### src/rtl/core/hrr_pkg.sv
package hrr_pkg;

	localparam int unsigned MAX_MESSAGE_BYTES_DEF = 256;

	localparam int unsigned IN_DATA_W = 264;
	localparam int unsigned OUT_DATA_W = 256;
	localparam int unsigned OUT_USER_W = 2;

	localparam int unsigned PAYLOAD_BYTES = 25;
	localparam int unsigned HELLO_LEN = 5;
	localparam int unsigned OK_LEN = 18;
	localparam int unsigned ERR_LEN = 15;
	localparam int unsigned REPLY_BYTES = 32;
	localparam int unsigned REPLY_SEQ_LSB = 32;

	localparam logic [7:0] REPORT_LEN = 8'd32;
	localparam logic [7:0] HDR_MAGIC0 = 8'h4C;
	localparam logic [7:0] HDR_MAGIC1 = 8'h51;
	localparam logic [7:0] HDR_VERSION = 8'h01;
	localparam logic [7:0] FL_REPLY = 8'h07;

	localparam int unsigned FL_START_BIT = 0;
	localparam int unsigned FL_END_BIT = 1;
	localparam int unsigned FL_RESP_BIT = 2;

	localparam logic [7:0] HELLO_TEXT [HELLO_LEN] = '{8'h48, 8'h45, 8'h4C, 8'h4C, 8'h4F};

	localparam logic [7:0] OK_TEXT [OK_LEN] = '{
		8'h4C, 8'h55, 8'h4D, 8'h49, 8'h50, 8'h41, 8'h44, 8'h7C, 8'h33,
		8'h7C, 8'h46, 8'h57, 8'h3D, 8'h30, 8'h2E, 8'h32, 8'h2E, 8'h31
	};

	localparam logic [7:0] ERR_TEXT [ERR_LEN] = '{
		8'h45, 8'h52, 8'h52, 8'h7C, 8'h55, 8'h4E, 8'h53, 8'h55,
		8'h50, 8'h50, 8'h4F, 8'h52, 8'h54, 8'h45, 8'h44
	};

	typedef struct packed {
		logic [7:0]  payload_d;
		logic [63:0] payload_c;
		logic [63:0] payload_b;
		logic [63:0] payload_a;
		logic [7:0]  count;
		logic [7:0]  fragment;
		logic [7:0]  sequence_req;
		logic [7:0]  flags;
		logic [7:0]  version;
		logic [7:0]  magic_1;
		logic [7:0]  magic_0;
		logic [7:0]  length;
	} in_beat_t;

	typedef struct packed {
		logic reply_valid;
		logic claimed;
	} out_user_t;

	function automatic logic [7:0] reply_byte(input logic ok, input int unsigned pos);
		logic [7:0] val;
		int unsigned txt_len;
		txt_len = ok ? OK_LEN : ERR_LEN;
		val = 8'h00;
		case (pos)
			0: val = HDR_MAGIC0;
			1: val = HDR_MAGIC1;
			2: val = HDR_VERSION;
			3: val = FL_REPLY;
			6: val = 8'(txt_len);
			default: begin
				if (pos >= 7 && pos < 7 + txt_len) begin
					if (ok) begin
						val = OK_TEXT[pos - 7];
					end else begin
						val = ERR_TEXT[pos - 7];
					end
				end
			end
		endcase
		return val;
	endfunction

	function automatic logic [OUT_DATA_W-1:0] reply_image(input logic ok);
		logic [OUT_DATA_W-1:0] img;
		img = '0;
		for (int unsigned i = 0; i < REPLY_BYTES; i++) begin
			img[8*i +: 8] = reply_byte(ok, i);
		end
		return img;
	endfunction

	localparam logic [OUT_DATA_W-1:0] REPLY_OK_IMAGE = reply_image(1'b1);
	localparam logic [OUT_DATA_W-1:0] REPLY_ERR_IMAGE = reply_image(1'b0);

endpackage

### src/rtl/core/hid_report_reassembler_unit.sv
// Channel   Direction  tdata (low bit up)                              tuser (low bit up)
// s_axis    in         length, magic_0, magic_1, version, flags,       none
//                      sequence_req, fragment, count, payload_a..d
// m_axis    out        reply_word_0, reply_word_1, reply_word_2,       claimed, reply_valid
//                      reply_word_3
//
// Every input beat yields exactly one output beat, via the input register and then the output register.
// One beat is taken per cycle while the output is not stalled; the limit is the single state update between the
// input register and the output register.
// The asynchronous reset clears the message state and both pipeline valids.
// A stalled output holds its beat while the input register still takes one more beat.
module hid_report_reassembler_unit
	import hrr_pkg::*;
#(
	parameter int unsigned MAX_MESSAGE_BYTES = MAX_MESSAGE_BYTES_DEF
) (
	input  logic                  clk,
	input  logic                  arst_n,
	input  logic                  s_axis_tvalid,
	output logic                  s_axis_tready,
	// length, magic_0, magic_1, version, flags, sequence_req, fragment, count,
	// payload_a, payload_b, payload_c, payload_d
	input  logic [IN_DATA_W-1:0]  s_axis_tdata,
	output logic                  m_axis_tvalid,
	input  logic                  m_axis_tready,
	// reply_word_0, reply_word_1, reply_word_2, reply_word_3
	output logic [OUT_DATA_W-1:0] m_axis_tdata,
	// claimed, reply_valid
	output logic [OUT_USER_W-1:0] m_axis_tuser
);

	localparam int unsigned LEN_W = $clog2(MAX_MESSAGE_BYTES + 1);
	localparam int unsigned SUM_W = ((LEN_W > 8) ? LEN_W : 8) + 1;

	in_beat_t              beat_s1;
	logic                  valid_s1;
	logic                  valid_s2;
	logic [OUT_DATA_W-1:0] data_s2;
	out_user_t             user_s2;

	logic                  assembling_q;
	logic [7:0]            exp_seq_q;
	logic [7:0]            exp_frag_q;
	logic [LEN_W-1:0]      msg_len_q;
	logic [2:0]            match_idx_q;
	logic                  mismatch_q;
	logic                  term_q;

	logic                  advance;
	logic [8*PAYLOAD_BYTES-1:0] pay;
	logic                  hdr_ok;
	logic                  proc;
	logic                  start;
	logic                  eff_asm;
	logic [7:0]            eff_seq;
	logic [7:0]            eff_frag;
	logic [LEN_W-1:0]      eff_len;
	logic [2:0]            eff_mi;
	logic                  eff_mis;
	logic                  eff_term;
	logic [SUM_W-1:0]      len_sum;
	logic                  take;
	logic                  finish;
	logic [PAYLOAD_BYTES-1:0] in_rng;
	logic [PAYLOAD_BYTES-1:0] zr;
	logic [PAYLOAD_BYTES-1:0] hit;
	logic [PAYLOAD_BYTES-1:0] mis;
	logic [3:0]            pos_sum;
	logic [2:0]            hit_cnt;
	logic                  new_term;
	logic                  new_mis;
	logic [2:0]            new_mi;
	logic                  reply_ok;
	logic [OUT_DATA_W-1:0] reply_word;
	out_user_t             user_d;

	assign advance = !valid_s2 || m_axis_tready;
	assign s_axis_tready = !valid_s1 || advance;
	assign m_axis_tvalid = valid_s2;
	assign m_axis_tdata = data_s2;
	assign m_axis_tuser = user_s2;

	always_comb begin
		pay = {beat_s1.payload_d, beat_s1.payload_c, beat_s1.payload_b, beat_s1.payload_a};
		hdr_ok = (beat_s1.length == REPORT_LEN) && (beat_s1.magic_0 == HDR_MAGIC0) &&
			(beat_s1.magic_1 == HDR_MAGIC1) && (beat_s1.version == HDR_VERSION);
		proc = hdr_ok && !beat_s1.flags[FL_RESP_BIT] &&
			(beat_s1.count <= 8'(PAYLOAD_BYTES));
		start = beat_s1.flags[FL_START_BIT];

		eff_asm = start ? 1'b1 : assembling_q;
		eff_seq = start ? beat_s1.sequence_req : exp_seq_q;
		eff_frag = start ? 8'd0 : exp_frag_q;
		eff_len = start ? '0 : msg_len_q;
		eff_mi = start ? 3'd0 : match_idx_q;
		eff_mis = start ? 1'b0 : mismatch_q;
		eff_term = start ? 1'b0 : term_q;

		len_sum = SUM_W'(eff_len) + SUM_W'(beat_s1.count);
		take = eff_asm && (beat_s1.sequence_req == eff_seq) &&
			(beat_s1.fragment == eff_frag) && (len_sum <= SUM_W'(MAX_MESSAGE_BYTES));
		finish = proc && take && beat_s1.flags[FL_END_BIT];

		for (int i = 0; i < PAYLOAD_BYTES; i++) begin
			in_rng[i] = beat_s1.count > 8'(i);
			zr[i] = in_rng[i] && (pay[8*i +: 8] == 8'h00);
		end

		pos_sum = '0;
		hit_cnt = '0;
		for (int i = 0; i < PAYLOAD_BYTES; i++) begin
			hit[i] = !eff_term && in_rng[i] && (pay[8*i +: 8] != 8'h00) &&
				((zr & ((PAYLOAD_BYTES'(1) << i) - PAYLOAD_BYTES'(1))) == '0);
			if (i < HELLO_LEN) begin
				pos_sum = 4'(eff_mi) + 4'(i);
				mis[i] = hit[i] && ((pos_sum >= 4'(HELLO_LEN)) ||
					(pay[8*i +: 8] != HELLO_TEXT[pos_sum[2:0]]));
				hit_cnt = hit_cnt + 3'(hit[i]);
			end else begin
				mis[i] = hit[i];
			end
		end

		new_term = eff_term || (|zr);
		new_mis = eff_mis || (|mis);
		new_mi = new_mis ? eff_mi : 3'(eff_mi + hit_cnt);
		reply_ok = !new_mis && (new_mi == 3'(HELLO_LEN));

		reply_word = reply_ok ? REPLY_OK_IMAGE : REPLY_ERR_IMAGE;
		reply_word[REPLY_SEQ_LSB +: 8] = beat_s1.sequence_req;
		if (!finish) begin
			reply_word = '0;
		end
		user_d.claimed = hdr_ok;
		user_d.reply_valid = finish;
	end

	always_ff @(posedge clk or negedge arst_n) begin
		if (!arst_n) begin
			valid_s1 <= 1'b0;
			valid_s2 <= 1'b0;
			assembling_q <= 1'b0;
			exp_seq_q <= 8'd0;
			exp_frag_q <= 8'd0;
			msg_len_q <= '0;
			match_idx_q <= 3'd0;
			mismatch_q <= 1'b0;
			term_q <= 1'b0;
		end else begin
			if (s_axis_tready) begin
				valid_s1 <= s_axis_tvalid;
			end
			if (advance) begin
				valid_s2 <= valid_s1;
			end
			if (advance && valid_s1 && proc) begin
				assembling_q <= take && !beat_s1.flags[FL_END_BIT];
				exp_seq_q <= eff_seq;
				if (take) begin
					exp_frag_q <= 8'(eff_frag + 8'd1);
					msg_len_q <= LEN_W'(len_sum);
					match_idx_q <= new_mi;
					mismatch_q <= new_mis;
					term_q <= new_term;
				end else begin
					exp_frag_q <= eff_frag;
					msg_len_q <= eff_len;
					match_idx_q <= eff_mi;
					mismatch_q <= eff_mis;
					term_q <= eff_term;
				end
			end
		end
	end

	always_ff @(posedge clk) begin
		if (s_axis_tvalid && s_axis_tready) begin
			beat_s1 <= in_beat_t'(s_axis_tdata);
		end
		if (advance && valid_s1) begin
			data_s2 <= reply_word;
			user_s2 <= user_d;
		end
	end

endmodule

### config.mk
export PLATFORM = sky130hd
export DESIGN_NAME = hid_report_reassembler_unit
export DESIGN_NICKNAME = d
export VERILOG_FILES = /design/src/rtl/core/hrr_pkg.sv /design/src/rtl/core/hid_report_reassembler_unit.sv
export SDC_FILE = /design/constraint.sdc
export NUM_CORES = 1
export LEC_CHECK = 0
export ABC_AREA = 1
export BUFFER_PORTS_ARGS = -buffer_cell sky130_fd_sc_hd__buf_2
export CORE_AREA = 2 2 208 210
export CTS_BUF_LIST = sky130_fd_sc_hd__clkbuf_8
export DETAILED_ROUTE_END_ITERATION = 10
export DIE_AREA = 0 0 210 212
export PLACE_DENSITY = 0.69
export SLEW_MARGIN = 20
export SYNTH_ARGS = -nofsm -noshare
export SYNTH_HDL_FRONTEND = slang
export SYNTH_SLANG_ARGS = --single-unit
### constraint.sdc
create_clock -name clk -period 8.7 [get_ports clk]
set_input_delay 1.305 -clock clk [delete_from_list [all_inputs] [get_ports clk]]
set_output_delay 1.305 -clock clk [all_outputs]
set_load 0.02 [all_outputs]
After elaboration in Yosys (flattened, before gate mapping). Memories as Yosys holds them, arrays and structs flattened. Cells that the tools add are included.

Register bits after elaboration: 550. Memory bits (read-only): 320. Bits of input ports: 268. Output and inout port bits: 260. Logic and storage cells: 328. Memories kept: 5.

Add/subtract/negate cells: 11. Order comparisons: 37. Equality and inequality tests: 12. Multiplexer cells: 24. Bitwise gates (word level): 5. Reductions and logical operators: 210.

Memory list: (no name shown) (depth 8, bits a word 8, rd ports 1, clocked after Yosys merged registers in 0, write ports 0, RTL line hid_report_reassembler_unit.sv:117) `(pay[8*i +: 8] != HELLO_TEXT[pos_sum[2:0]]));`; (no name shown) (depth 8, bits a word 8, rd ports 1, clocked after Yosys merged registers in 0, write ports 0, RTL line hid_report_reassembler_unit.sv:117); (no name shown) (depth 8, bits a word 8, rd ports 1, clocked after Yosys merged registers in 0, write ports 0, RTL line hid_report_reassembler_unit.sv:117); (no name shown) (depth 8, bits a word 8, rd ports 1, clocked after Yosys merged registers in 0, write ports 0, RTL line hid_report_reassembler_unit.sv:117); (no name shown) (depth 8, bits a word 8, rd ports 1, clocked after Yosys merged registers in 0, write ports 0, RTL line hid_report_reassembler_unit.sv:117).

Operator list (count): zero test 25 bit (24); zero test 8 bit (25); nonzero test 8 bit (25); two-way mux 198 bit (1); logical AND 1 bit (119); two-way mux 8 bit (13); > comparator 8 x 5 -> 1 bit (second input constant) (9); > comparator 8 x 4 -> 1 bit (second input constant) (8); OR reduction 25 bit (2); != test 8 bit (5); > comparator 8 x 3 -> 1 bit (second input constant) (4); >= comparator 4 bit (second input constant) (5); NOT 3 -> 4 bit (5); two-way mux 9 bit (2); == test 8 x 7 -> 1 bit (second input constant) (2); == test 8 bit (2); >= comparator 4 x 3 -> 1 bit (second input constant) (4); > comparator 8 x 1 -> 1 bit (second input constant) (2); > comparator 8 x 2 -> 1 bit (second input constant) (2); adder 9 x 8 -> 10 bit (1); less-or-equal comparator 10 x 9 -> 1 bit (second input constant) (1); logical OR 1 bit (9); two-way mux 3 bit (3); adder 3 x 2 -> 4 bit (second input constant) (2); other kinds (14) (24).

Longest topological paths before layout.
Depth in word-level cells: 15. Mapped depth: 23. Depth with buffers taken out: 22.

Worst setup path after synthesis. Ideal clock, no wire load.

Kind: input port to flip-flop. Start: input m_axis_tready. End: register beat_s1[0] in the netlist's numbering (enable). Setup time: 0.610 ns. Data arrival time: 6.661 ns. Required time: 8.090 ns. Setup slack: 1.430 ns. Stages on the path: 4. Buffers on the path: 0. Cells stage by stage: inv_1 -> nand3_1 -> nand2_1 -> inv_1.

Word-level cells in the longest chain between the ends: 3.

Ends and longest elaborated chain: start, declared (RTL line hid_report_reassembler_unit.sv:25) `input logic m_axis_tready,`; logical OR 1 bit (RTL line hid_report_reassembler_unit.sv:77) `assign advance = !valid_s2 || m_axis_tready;`; logical OR 1 bit (RTL line hid_report_reassembler_unit.sv:78) `assign s_axis_tready = !valid_s1 || advance;`; named net s_axis_tready (RTL line hid_report_reassembler_unit.sv:20) `output logic s_axis_tready,`; logical AND 1 bit (RTL line hid_report_reassembler_unit.sv:177) `if (s_axis_tvalid && s_axis_tready) begin`; end signal, assigned (RTL line hid_report_reassembler_unit.sv:178) `beat_s1 <= in_beat_t'(s_axis_tdata);`; end, declared (RTL line hid_report_reassembler_unit.sv:35) `in_beat_t beat_s1;`.

The timed path passes the listed nets, and every way through them passes these cells. A chain may end at the register's enable or synchronous reset.

Worst setup path in the final report.
Start: register beat_s1[32] in the netlist's numbering. End: register data_s2[174], in the netlist m_axis_tdata[174] (data pin).

Word-level cells in the longest chain between the ends: 15. Elaborated cells between the ends (all ways): 147. Classes of those cells: add/sub: 10; order compare: 6; eq/ne: 8; mux: 19; bitwise: 5; reduce/logical: 94; memory: 5.

Ends and longest elaborated chain: branches (longest 15 deep; another with adder 2 x 1 -> 3 bit); end signal, assigned (RTL line hid_report_reassembler_unit.sv:181) `data_s2 <= reply_word;`; end, declared (RTL line hid_report_reassembler_unit.sv:38) `logic [OUT_DATA_W-1:0] data_s2;`.

Several ways; the timed one is not identified. The select of a mux whose other input is x is not followed.

==> impl_metrics.py <==
metrics = {
    "synth": {
        "yosysTopAreaCell": "edfxtp_1",
        "yosys.area_share.xor_xnor": 0.00895,
        "synth_compound_gate_area_share": 0.0301,
        "synth-edff-count": 272,
        "ys_warn_count": 0,
        "synth_ff_type": "edfxtp_1",
        "synthArstFlopShare": 0.108,
        "synth-simple-area-share": 0.165,
        "ys_seq_elements": 305,
        "synthCells": 1349,
        "synth_top_family_by_area": "simple AND/OR/NAND/NOR gates",
        "avgSynthCellArea_um2": 10.9,
        "synth.top_cell.area_share": 0.556,
        "yosys.area_share.adder": 0.0191,
        "synth_area_leaders": "edfxtp_1, buf_4, nand2_1",
        "yosys-mux-area-fraction": 0.00136,
        "synth_cell_types": 48,
        "netlist_area_mm2": 0.0147,
        "ys_seq_area_frac": 0.613,
    },
    "timing": {
        "fin_tns_setup_ns": 0,
        "skew_ns": 0.0280,
        "rsz0062_at_grt": "false",
        "fin_crit_ns": 3.98,
        "relSlewSlack": 0.309,
        "hold_violations": 0,
        "max_freq_mhz": 251,
        "tightestPinTransition_ns": 1.04,
        "min_period_over_period": 0.457,
        "setup_viol": 0,
        "slew_viol_final": 0,
    },
    "floorplanning": {
        "fp.dieH_um": 212,
        "core.rowCount": 76,
        "die-area_mm2": 0.0445,
        "dieWidth_um": 210,
        "start_util": 0.345,
        "core_area_mm2": 0.0425,
        "io_pins": 528,
    },
    "grt": {
        "grt_pass1_vias": 9261,
        "grt_pass1_wl_um": 48700,
        "grt_usage": 0.144,
        "grt_max_degree": 136,
        "antenna_found_initial": 17,
        "grt-ovfl-total": 0,
    },
    "setup_path": {
        "worst-setup-path-type": "reg -> reg",
        "crit_arrival_ns": 4.31,
        "path_buf_inv": 6,
        "critical_path.slowest_cell": "fa_1",
        "path_delay_family": "adder cells",
        "worstSetupStartpointType": "flop",
        "required_ns": 9.03,
        "cp-end-kind": "flop",
        "max_stage_delay_ns": 0.49,
        "path_common_cell": "inv_1",
        "crit_path_cell_trace": "buf_4 -> inv_6 -> nand2_1 -> inv_1 -> nor3_1 -> inv_1 -> fa_1 -> fa_1 -> inv_1 -> ha_1 -> fa_1 -> inv_1 -> xor2_1 -> nand3_1 -> nor2_1 -> nor2_1",
        "path_max_fanout": 26,
    },
    "placed_design": {
        "gp_congestion": 0.863,
        "dpl.hpwl_um": 25000,
        "dpl.cell_count": 2165,
        "port_buffers": 376,
    },
    "routing": {
        "drc": 0,
        "wl_um": 32800,
        "wl_met1_um": 11800,
        "num_vias": 9827,
        "met3_length_um": 2610,
        "top_layer": "met5",
        "wl_per_cell_um": 14.5,
        "ant_nets": 0,
        "routed_via_density": 4.34,
        "drt_iter0_drc": 414,
        "wl_met2_um": 16700,
        "drtPass1Iterations": 7,
    },
    "clock_tree": {
        "post_cts_resized": 0,
        "cts_max_level": 2,
        "cts_buffer_depth": 3,
        "root_buffer": "clkbuf_8",
        "clk_pin_slew_worst_paths_ns": 0.06,
        "cts_setup_buffers": 0,
        "clk_latency_ns": 0.58,
        "cts_made_buffers": 48,
        "cts_sinks": 305,
        "cts_hold_buf": 0,
        "cts_tree": "done",
    },
    "cells_and_area": {
        "syn2layout_area_growth_pct": 15.5,
        "mostFrequentLayoutCell": "buf_2",
        "final_cell_mix": "buf_2, edfxtp_1, nand2_1, nor2_1, conb_1",
        "final_cell_count_no_fill": 2262,
        "finalNetCount": 1958,
        "layout-drive-gt1-share": 0.278,
    },
    "run_status": {
        "status": "finished, final reports clean",
    },
    "pwr": {
        "total_power_mw": 3.46,
        "p_leak_nw": 7.64,
        "power.density_mw_per_mm2": 204,
        "ir_drop_mv": 0.129,
    },
    "job": {
        "maxCapViolations": 0,
    },
    "worst_hold_path": {
        "hold_path.class": "reg -> reg",
    },
}
sequential cells by signal, indices dropped and copies added (netlist names):
signal	cells
beat_s1	259
m_axis_tdata	11
assembling_q	1
msg_len_q	9
m_axis_tuser	2
valid_s1	1
match_idx_q	3
mismatch_q	1
term_q	1
exp_seq_q	8
m_axis_tvalid	1
exp_frag_q	8
metal layers:
metal  GRT usage  up-vias
li1            -     4804
met4      0.0836       16
met1       0.154     4430
met2       0.253      479
met3      0.0408       98
met5           0        -
report_power, final:
group / leakage [nW] / internal, mW / switching (mW)
logic: 4.05 / 0.125 / 0.294
clock network: 0.566 / 0.707 / 0.557
registers: 3.02 / 1.72 / 0.0487
kinds of logic after synthesis:
family,count (synthesis)
AND/OR/NAND/NOR,548
buffers and inverters,379
flip-flops,305
AO/OA/AOI/OAI,79
adder cells (fa/ha/maj),20
XOR/XNOR,15
multiplexers,2
other,1
area by class of cell:
cell class	instances	area, um2
Fill cell	4044	25600
Tap cell	546	683
Antenna cell	9	22.5
Clock buffer	53	729
Sequential cell	305	8990
Multi-Input combinational cell	810	3840
Inverter	124	478
Timing Repair Buffer	381	1940
Clock inverter	34	269
final timing paths:
path / from / endpoint / slack (ns) / cells past startpoint
worst max-delay path: beat_s1[32]$_DFFE_PP_ / m_axis_tdata[174]$_SDFFCE_PN0P_ / 4.72 / 16
worst min-delay path: term_q$_DFFE_PN0P_ / term_q$_DFFE_PN0P_ / 0.48 / 2
worst max register to register: beat_s1[32]$_DFFE_PP_ / m_axis_tdata[174]$_SDFFCE_PN0P_ / 4.72 / 16
worst min register to register: term_q$_DFFE_PN0P_ / term_q$_DFFE_PN0P_ / 0.48 / 2
max in group asynchronous: arst_n / msg_len_q[0]$_DFFE_PN0P_ / 7.39 / 1
min in group asynchronous: arst_n / exp_seq_q[0]$_DFFE_PN0P_ / 0.80 / 1
synthesized netlist by cell type, types with 14 or more instances:
cell type,count
nand2_1,228
inv_1,116
o21ai_0,41
nor3_1,14
dfrtp_1,33
ha_1,16
nand4_1,23
edfxtp_1,272
nor4_1,26
nor2_1,172
buf_4,245
nand3_1,53
worst min-delay path: stages (launching register included):
cell,delay [ns]
dfrtp_1,0.34
nand2_1,0.05
nand2_1,0.05
stage by stage:
step                hold WS, ns  cell area (um2)  utilization  setup WS (ns)
floorplan                 0.449            15200            -           1.43
global placement          0.464            15900        0.374           4.76
detailed placement        0.465            15900        0.374           4.70
CTS                       0.483            16900        0.398           4.69
global route              0.520            17000        0.399           4.41
finish                    0.481            17000        0.399           4.72
(Power assumes the default switching activity.)
